===== src/hdl/pli_pkg.sv =====
// Shared types and constants for the piecewise linear table interpolator.
`default_nettype none

package pli_pkg;

  // Default table geometry
  localparam int SPECIES_DEF = 32;
  localparam int BINS_DEF    = 64;

  // Field widths fixed by the interface
  localparam int SPECIES_W = 5;
  localparam int ENERGY_W  = 32;
  localparam int FLUX_W    = 32;
  localparam int SEGMENT_W = 6;

  // Action codes
  localparam logic [1:0] ACT_CLEAR  = 2'd0;
  localparam logic [1:0] ACT_APPEND = 2'd1;
  localparam logic [1:0] ACT_QUERY  = 2'd2;

  // Status codes
  localparam logic [1:0] ST_OK      = 2'd0;
  localparam logic [1:0] ST_FULL    = 2'd1;
  localparam logic [1:0] ST_SHORT   = 2'd2;
  localparam logic [1:0] ST_ZERO_W  = 2'd3;

  // Divider: one quotient bit per cycle over a 64-bit dividend
  localparam int DIV_STEPS = 64;
  localparam int DIV_CW    = $clog2(DIV_STEPS);

  // Commands from the sequencer to the table store
  typedef struct packed {
    logic                 clear;
    logic                 append;
    logic [SPECIES_W-1:0] species;
  } tbl_cmd_t;

endpackage

`default_nettype wire


===== src/hdl/pli_divider.sv =====
// Restoring divider, 64-bit dividend by 32-bit divisor, one bit per cycle.
`default_nettype none

module pli_divider (
  input  logic        clk,
  input  logic        rst,
  input  logic        start,
  input  logic [63:0] dividend,
  input  logic [31:0] divisor,
  output logic        done,
  output logic [63:0] quotient
);
  import pli_pkg::*;

  logic              active;
  logic [DIV_CW-1:0] cnt;
  logic [32:0]       rem;
  logic [31:0]       dvs;
  logic [32:0]       rem_sh;
  logic              take;

  assign rem_sh = {rem[31:0], quotient[63]};
  assign take   = rem_sh >= {1'b0, dvs};

  // Control: run for a fixed number of steps, pulse done at the end
  always_ff @(posedge clk) begin
    if (rst) begin
      active <= 1'b0;
      done   <= 1'b0;
      cnt    <= '0;
    end else begin
      done <= 1'b0;
      if (start) begin
        active <= 1'b1;
        cnt    <= '0;
      end else if (active) begin
        cnt <= cnt + DIV_CW'(1);
        if (cnt == DIV_CW'(DIV_STEPS - 1)) begin
          active <= 1'b0;
          done   <= 1'b1;
        end
      end
    end
  end

  // Datapath: shift a dividend bit into the remainder, subtract when it fits
  always_ff @(posedge clk) begin
    if (start) begin
      quotient <= dividend;
      rem      <= '0;
      dvs      <= divisor;
    end else if (active) begin
      rem      <= take ? (rem_sh - {1'b0, dvs}) : rem_sh;
      quotient <= {quotient[62:0], take};
    end
  end

endmodule

`default_nettype wire


===== config.mk =====
export PLATFORM = sky130hd
export DESIGN_NAME = pli_divider
export DESIGN_NICKNAME = d
export VERILOG_FILES = /design/src/hdl/pli_pkg.sv /design/src/hdl/pli_divider.sv
export SDC_FILE = /design/constraint.sdc
export NUM_CORES = 1
export LEC_CHECK = 0
export BUFFER_PORTS_ARGS = -buffer_cell sky130_fd_sc_hd__buf_2
export CAP_MARGIN = 10
export CORE_ASPECT_RATIO = 0.9
export CORE_MARGIN = 3
export CORE_UTILIZATION = 50
export DETAILED_ROUTE_END_ITERATION = 10
export GPL_ROUTABILITY_DRIVEN = 0
export GPL_TIMING_DRIVEN = 0
export PLACE_DENSITY = 0.85
export REMOVE_ABC_BUFFERS = 1
export SYNTH_ARGS = -nofsm -noshare
export SYNTH_HDL_FRONTEND = slang
export SYNTH_SLANG_ARGS = --single-unit

===== constraint.sdc =====
create_clock -name clk -period 5 [get_ports clk]
set_clock_uncertainty 0.15 [all_clocks]
set_input_delay 0.75 -clock clk [delete_from_list [all_inputs] [get_ports clk]]
set_output_delay 0.75 -clock clk [all_outputs]
set_load 0.01 [all_outputs]

==> out/metrics.csv, run 1 <==
stage,metric,value,unit
critical_path,ff2ff_setup_slack,1.28,ns
clock_network,cts_buffer_depth,2,
layout,fin_util,0.623,
sta,finalHoldViolations,0,
clock_network,cts_hold_buf,0,
critical_path,rr_startpoint,dvs[2]$_DFFE_PP_,
critical_path,cp-end-kind,flip-flop,
route,drc_errors,0,
synth,synthCells,658,
clock_network,clk_pin_slew_worst_paths,0.07,ns
synth,yosys_most_used_dff,edfxtp_1,
clock_network,post_cts_buffers,0,
sta,tightest_slew,1.08,ns
critical_path,crit_chain,inv_1 -> ha_1 -> o211ai_1 -> a21oi_1 -> o2111ai_1 -> a21oi_1 -> o41a_1 -> a31oi_4 -> nand2_1 -> a311oi_2,
place,dp_slack,1.35,ns
sta,maxSlewViolCount,0,
clock_network,clock_latency,0.43,ns
power_and_ir_drop,power,3.15,mW
critical_path,cp.required,5.18,ns
floorplanning,die_area,16100,um2
route,vias,5633,
sta,min_period,3.72,ns
synth,synth.distinct_cells,53,
critical_path,cp-start-kind,flip-flop,
sta,timing.fmax,269,MHz
layout,seq_area,3680,um2
grt,grt_max_degree,90,
route,first_pass_iters,7,
layout,fillers,1168,
sta,worst_slack,1.28,ns
power_and_ir_drop,p_sw,879,uW
synth,synth_edf_count,96,
grt,globalRoute.totalOverflow,0,
layout,syn2layout_area_growth,21.0,%
hold_path,min_to,active$_SDFF_PP0_,
clock_network,post_cts_resize_count,0,
place,io_buffers,163,
power_and_ir_drop,switching_share,0.279,
place,placed_cells,981,
synth,ys_ff_latch,136,
critical_path,cp.arrival,3.90,ns
grt,grt_usage,0.213,
floorplanning,die_h,121,um
sta,setup_violations,0,
grt,grt_pass1_wl,27.2,mm
layout,multi_input_area,3280,um2
critical_path,worstSetupPathType,reg -> reg,
floorplanning,coreArea,14200,um2
synth,ys_warn_count,0,
grt,grt_pass1_vias,5585,
clock_network,root_buffer,clkbuf_16,
power_and_ir_drop,p_leak,3.67,nW
power_and_ir_drop,power_frac_seq,0.438,
route,routed_wl,16.9,mm
route,antenna_left,0,
floorplanning,initial_core_util,0.515,
layout,final_area,8820,um2
clock_network,cts_tree,yes,
run_status,status,"finished, final reports clean",
power_and_ir_drop,pwr-share-clk,0.389,
clock_network,cts.htree.levels,4,
hold_path,holdCritPathClass,in -> reg,
flow_run,drv_cap,0,
route,via_per_inst,5.56,
layout,fin_cells,1013,
layout,fin_nets,940,
clock_network,numCtsBuffers,17,
place,placed_area,8240,um2
critical_path,cp_num_buf_inv,1,
critical_path,crit_family,compound AO/OA/AOI/OAI gates,
critical_path,crit_path_top_delay_cell,a31oi_4,
floorplanning,rows,41,
floorplanning,pin_count,164,
synth,synth_async_sr_flop_share,0,
layout,mostFrequentLayoutCells,"buf_2 (162), edfxtp_1 (96), mux2_2 (64)",
floorplanning,die_w,133,um
sta,finalSetupTns,0,ns
hold_path,min_from,rst,
hold_path,whs_path_depth,2,
synth,synth_seq_area_share,0.506,
power_and_ir_drop,internal_power,2.27,mW
layout,drive_above_1_share,0.337,
layout,final_common_cell,buf_2,
sta,relSlewSlack,0.277,
synth,synth.cell_area,7290,um2
power_and_ir_drop,p_per_area,357,nW/um2
clock_network,cts.sink_count,136,
sta,holdWs,0.339,ns
sta,rsz0062_at_grt,no,
critical_path,reg2regPathDepth,10,
grt,antenna_found_initial,2,
critical_path,worstPathMaxFanout,39,
synth,synth_area_per_cell,11.1,um2
sta,finalCritPeriodShare,0.744,
critical_path,r2r_end,rem[22]$_SDFFE_PP0P_,
place,post-dp-hpwl,11.6,mm
power_and_ir_drop,p_comb_frac,0.173,
power_and_ir_drop,ir_drop,0.261,mV
critical_path,cp_slowest_stage_delay,0.92,ns
critical_path,timing.critical_path.mode_cell,a21oi_1,
layout,antenna_cells,0,
route,wl_per_cell,16.6,um
route,drtIter0Drc,337,
[layer usage]
metal | track usage | share of wire
met4 | 0.0778 | 0.020
met5 | 0 | 0.0020
met2 | 0.353 | 0.48
met1 | 0.251 | 0.41
met3 | 0.0853 | 0.088
[worst max-delay path by stage]
stage                     cells past startpoint                     to  slack [ns]         startpoint
after floorplan                               1  quotient[0]$_DFFE_PP_        1.89  active$_SDFF_PP0_
after global placement                        4   rem[27]$_SDFFE_PP0P_        0.15              start
after detailed placement                     10   rem[16]$_SDFFE_PP0P_        1.35   dvs[6]$_DFFE_PP_
after CTS                                    10   rem[22]$_SDFFE_PP0P_        1.30   dvs[2]$_DFFE_PP_
after global routing                         10   rem[22]$_SDFFE_PP0P_        1.03   dvs[2]$_DFFE_PP_
final                                        10   rem[22]$_SDFFE_PP0P_        1.28   dvs[2]$_DFFE_PP_
[power groups by stage]
| stage | combinational, mW | sequential, mW | clock, mW |
|---|---|---|---|
| 3_3_place_gp | 0.520 | 1.41 | 0 |
| 3_5_place_dp | 0.538 | 1.40 | 0 |
| 4_1_cts | 0.545 | 1.38 | 1.25 |
| 6_report | 0.545 | 1.38 | 1.23 |
| 2_1_floorplan | 0.323 | 1.42 | 0 |
| 5_1_grt | 0.602 | 1.39 | 1.29 |
[synthesized netlist by cell type, drive strengths merged (5+ instances only)]
master  count  area share
inv        42       0.022
a41oi       7      0.0084
xor2        9       0.011
a311oi     23       0.032
mux2       64       0.099
a21oi      35       0.025
clkbuf     23       0.012
nor2       43       0.022
nand2b     12       0.010
o31ai       5      0.0052
ha         33       0.057
edfxtp     96        0.40
o21ai      26       0.018
nand3       9      0.0062
a21o       15       0.015
nand4      12       0.010
nor2b       7      0.0060
or3         6      0.0052
nor3b       8      0.0082
nand2      58       0.030
a211oi      7      0.0072
nor3        9      0.0062
xnor2      18       0.022
dfxtp      40        0.11
buf        12       0.011
[sequential cells by signal, indices dropped and copies added, names as in the netlist]
signal	count
dvs	32
rem	32
cnt	6
active	1
done	1
quotient	64
[cell families (layout without fill, tap and decap cells)]
kind of cell / after synthesis / after routing / share of synthesized area
compound gates: 140 / 140 / 0.140
xor+xnor: 27 / 27 / 0.0325
fa+ha+maj: 34 / 34 / 0.0594
buf+inv: 77 / 239 / 0.0441
flops: 136 / 136 / 0.506
mux: 66 / 66 / 0.102
simple gates: 178 / 178 / 0.117
[area by class of cell]
| cell class | instances | area share |
|---|---|---|
| flip-flops and latches | 136 | 0.418 |
| well taps | 193 | 0.0274 |
| clock inverters | 12 | 0.0114 |
| multi-input cells | 445 | 0.372 |
| clock buffers | 20 | 0.0544 |
| inverters | 42 | 0.0179 |
| repair buffers | 165 | 0.0986 |
[worst register-to-register path, delay by kind of cell (launching register included)]
family          cells  cell delay (ns)
flops               1             0.38
compound gates      7             2.58
simple gates        1             0.19
buf+inv             1             0.07
fa+ha+maj           1             0.27
Note: power is estimated with default switching activity, not from simulation.
==> run 2: changes to the inputs <==
--- a/config.mk
+++ b/config.mk
@@ -9,11 +9,11 @@
 export CAP_MARGIN = 10
 export CORE_ASPECT_RATIO = 0.9
 export CORE_MARGIN = 3
-export CORE_UTILIZATION = 50
+export CORE_UTILIZATION = 49
 export DETAILED_ROUTE_END_ITERATION = 10
 export GPL_ROUTABILITY_DRIVEN = 0
 export GPL_TIMING_DRIVEN = 0
-export PLACE_DENSITY = 0.85
+export PLACE_DENSITY = 0.86
 export REMOVE_ABC_BUFFERS = 1
 export SYNTH_ARGS = -nofsm -noshare
 export SYNTH_HDL_FRONTEND = slang
==> constraint.sdc (replaced) <==
create_clock -name clk -period 3.2 [get_ports clk]
set_clock_uncertainty 0.15 [all_clocks]
set_input_delay 0.48 -clock clk [delete_from_list [all_inputs] [get_ports clk]]
set_output_delay 0.48 -clock clk [all_outputs]
set_load 0.01 [all_outputs]
==> run 2 against run 1 <==
Against the previous run: fmax is 20% higher; clock power is 54% higher; total power is 56% higher; largest power group unchanged; global-route usage is 1.0 points higher; clock-buffer cell count is 2 lower; register-to-register slack worse by 1.2 ns; sequential power is 56% higher; combinational power is 62% higher.
==> out/metrics.csv, run 2 (same netlist as run 1, synthesis figures left out) <==
stage,metric,value,unit,change
floorplanning,coreArea,14300,um2,was 14200 um2
sta,finalSetupTns,0,ns,unchanged
critical_path,worstPathMaxFanout,5,,was 39
critical_path,cp.arrival,3.25,ns,was 3.90 ns
floorplanning,pin_count,164,,unchanged
critical_path,crit_start,quotient[63]$_DFFE_PP_,,was dvs[2]$_DFFE_PP_
clock_network,cts.sink_count,136,,unchanged
sta,maxSlewViolCount,0,,unchanged
floorplanning,die_h,122,um,was 121 um
floorplanning,die_area,16400,um2,was 16100 um2
clock_network,cts_buffer_depth,2,,unchanged
place,io_buffers,163,,unchanged
sta,setup_violations,0,,unchanged
sta,tightest_slew,0.866,ns,was 1.08 ns
critical_path,worstSetupPathType,reg -> reg,,unchanged
grt,grt_usage,0.223,,was 0.213
floorplanning,die_w,135,um,was 133 um
route,routed_wl,18.0,mm,was 16.9 mm
clock_network,root_buffer,clkbuf_16,,unchanged
layout,fillers,1143,,was 1168
clock_network,numCtsBuffers,17,,unchanged
grt,antenna_found_initial,2,,unchanged
layout,drive_above_1_share,0.350,,was 0.337
clock_network,cts_tree,yes,,unchanged
hold_path,min_from,rst,,unchanged
grt,grt_pass1_wl,28.8,mm,was 27.2 mm
clock_network,cts.htree.levels,4,,unchanged
layout,fin_nets,948,,was 940
sta,relSlewSlack,0.423,,was 0.277
layout,antenna_cells,0,,unchanged
run_status,status,"finished, final reports clean",,unchanged
route,via_per_inst,5.65,,was 5.56
power_and_ir_drop,power,4.93,mW,was 3.15 mW
route,drtIter0Drc,395,,was 337
flow_run,drv_cap,0,,unchanged
sta,min_period,3.10,ns,was 3.72 ns
grt,grt_max_degree,91,,was 90
power_and_ir_drop,p_leak,3.71,nW,was 3.67 nW
critical_path,cp-start-kind,flip-flop,,unchanged
hold_path,holdCritPathClass,in -> reg,,unchanged
layout,syn2layout_area_growth,23.1,%,was 21.0%
place,post-dp-hpwl,12.2,mm,was 11.6 mm
critical_path,rr_startpoint,quotient[63]$_DFFE_PP_,,was dvs[2]$_DFFE_PP_
layout,mostFrequentLayoutCells,"buf_2 (162), edfxtp_1 (96), mux2_2 (64)",,unchanged
layout,regMostFlops,quotient,,unchanged
sta,holdWs,0.0701,ns,was 0.339 ns
layout,final_area,8970,um2,was 8820 um2
sta,finalHoldViolations,0,,unchanged
layout,largest_register_ff_count,64,,unchanged
route,drc_errors,0,,unchanged
place,placed_area,8240,um2,unchanged
grt,grt_pass1_vias,5873,,was 5585
floorplanning,initial_core_util,0.511,,was 0.515
sta,timing.fmax,323,MHz,was 269 MHz
power_and_ir_drop,ir_drop,0.461,mV,was 0.261 mV
power_and_ir_drop,p_per_area,549,nW/um2,was 357 nW/um2
floorplanning,rows,41,,unchanged
sta,finalCritPeriodShare,0.968,,was 0.744
clock_network,clk_pin_slew_worst_paths,0.06,ns,was 0.07 ns
route,first_pass_iters,6,,was 7
clock_network,clock_latency,0.42,ns,was 0.43 ns
route,wl_per_cell,17.6,um,was 16.6 um
route,vias,5770,,was 5633
layout,top_regs,"quotient: 64 flops, dvs: 32 flops, rem: 32 flops",,unchanged
critical_path,cp-end-kind,flip-flop,,unchanged
grt,globalRoute.totalOverflow,0,,unchanged
layout,seq_area,3680,um2,unchanged
layout,final_common_cell,buf_2,,unchanged
layout,multi_input_area,3400,um2,was 3280 um2
route,antenna_left,0,,unchanged
critical_path,cp.required,3.35,ns,was 5.18 ns
[run 2: cell types whose count changed in the layout (fill, tap and decap cells not counted), moves of 2 or more]
| cell | previous run | this run |
|---|---|---|
| buf_4 | 0 | 4 |
| a31oi_4 | 1 | 3 |
| clkbuf_16 | 19 | 17 |
| clkinv_4 | 0 | 2 |
| inv_6 | 8 | 6 |
[run 2: timing repair]
action	CTS	global route
gates resized for setup	8	5
pin swaps	2	3
hold buffers	0	0
endpoints found under the setup margin	32	16
gates cloned	2	1
setup buffers	3	2
[run 2: final cells by class]
type | count | area share
Tap cell | 193 | 0.0269
Sequential cell | 136 | 0.411
Clock buffer | 18 | 0.0478
Clock inverter | 14 | 0.0155
Timing Repair Buffer | 170 | 0.102
Inverter | 42 | 0.0176
Multi-Input combinational cell | 448 | 0.379
[run 2: where the power goes]
| part | switching [mW] | internal, mW |
|---|---|---|
| registers | 0.0905 | 2.06 |
| clock network | 0.798 | 1.09 |
| logic | 0.491 | 0.394 |
| total | 1.38 | 3.55 |
[run 2: metal layers]
metal | track usage | vias up | routed length (um)
met5 | 0 | - | 21
met3 | 0.0962 | 38 | 1660
li1 | - | 2771 | -
met4 | 0.0712 | 4 | 407
met1 | 0.258 | 2734 | 7070
met2 | 0.376 | 223 | 8850
[run 2: per-stage QoR]
| step | utilization | worst slack, ns | cells |
|---|---|---|---|
| after detailed placement | 0.578 | -0.483 | 981 |
| after global placement | 0.574 | -1.41 | 979 |
| final | 0.629 | 0.104 | 1021 |
| after CTS | 0.625 | 0.0145 | 1018 |
| after floorplan | - | 0.0886 | 623 |
| after global routing | 0.629 | -0.0102 | 1021 |
[run 2: path summary, 6_finish.rpt]
path                                              to  slack (ns)  cells after the start
worst max-delay path            rem[28]$_SDFFE_PP0P_        0.10                     11
worst min-delay path               active$_SDFF_PP0_        0.07                      2
worst max register to register  rem[28]$_SDFFE_PP0P_        0.10                     11
worst min register to register  rem[11]$_SDFFE_PP0P_        0.34                      2
[run 2: critical path, cell delays in order, from the launching register on]
cell and delay (ns):
edfxtp_1 0.39, inv_1 0.07, ha_1 0.22, fa_1 0.39
nand2b_1 0.22, a211oi_2 0.32, o21ai_1 0.18, nand3_1 0.19
a2111oi_4 0.11, o41ai_1 0.48, xnor2_1 0.18, o21ai_0 0.08
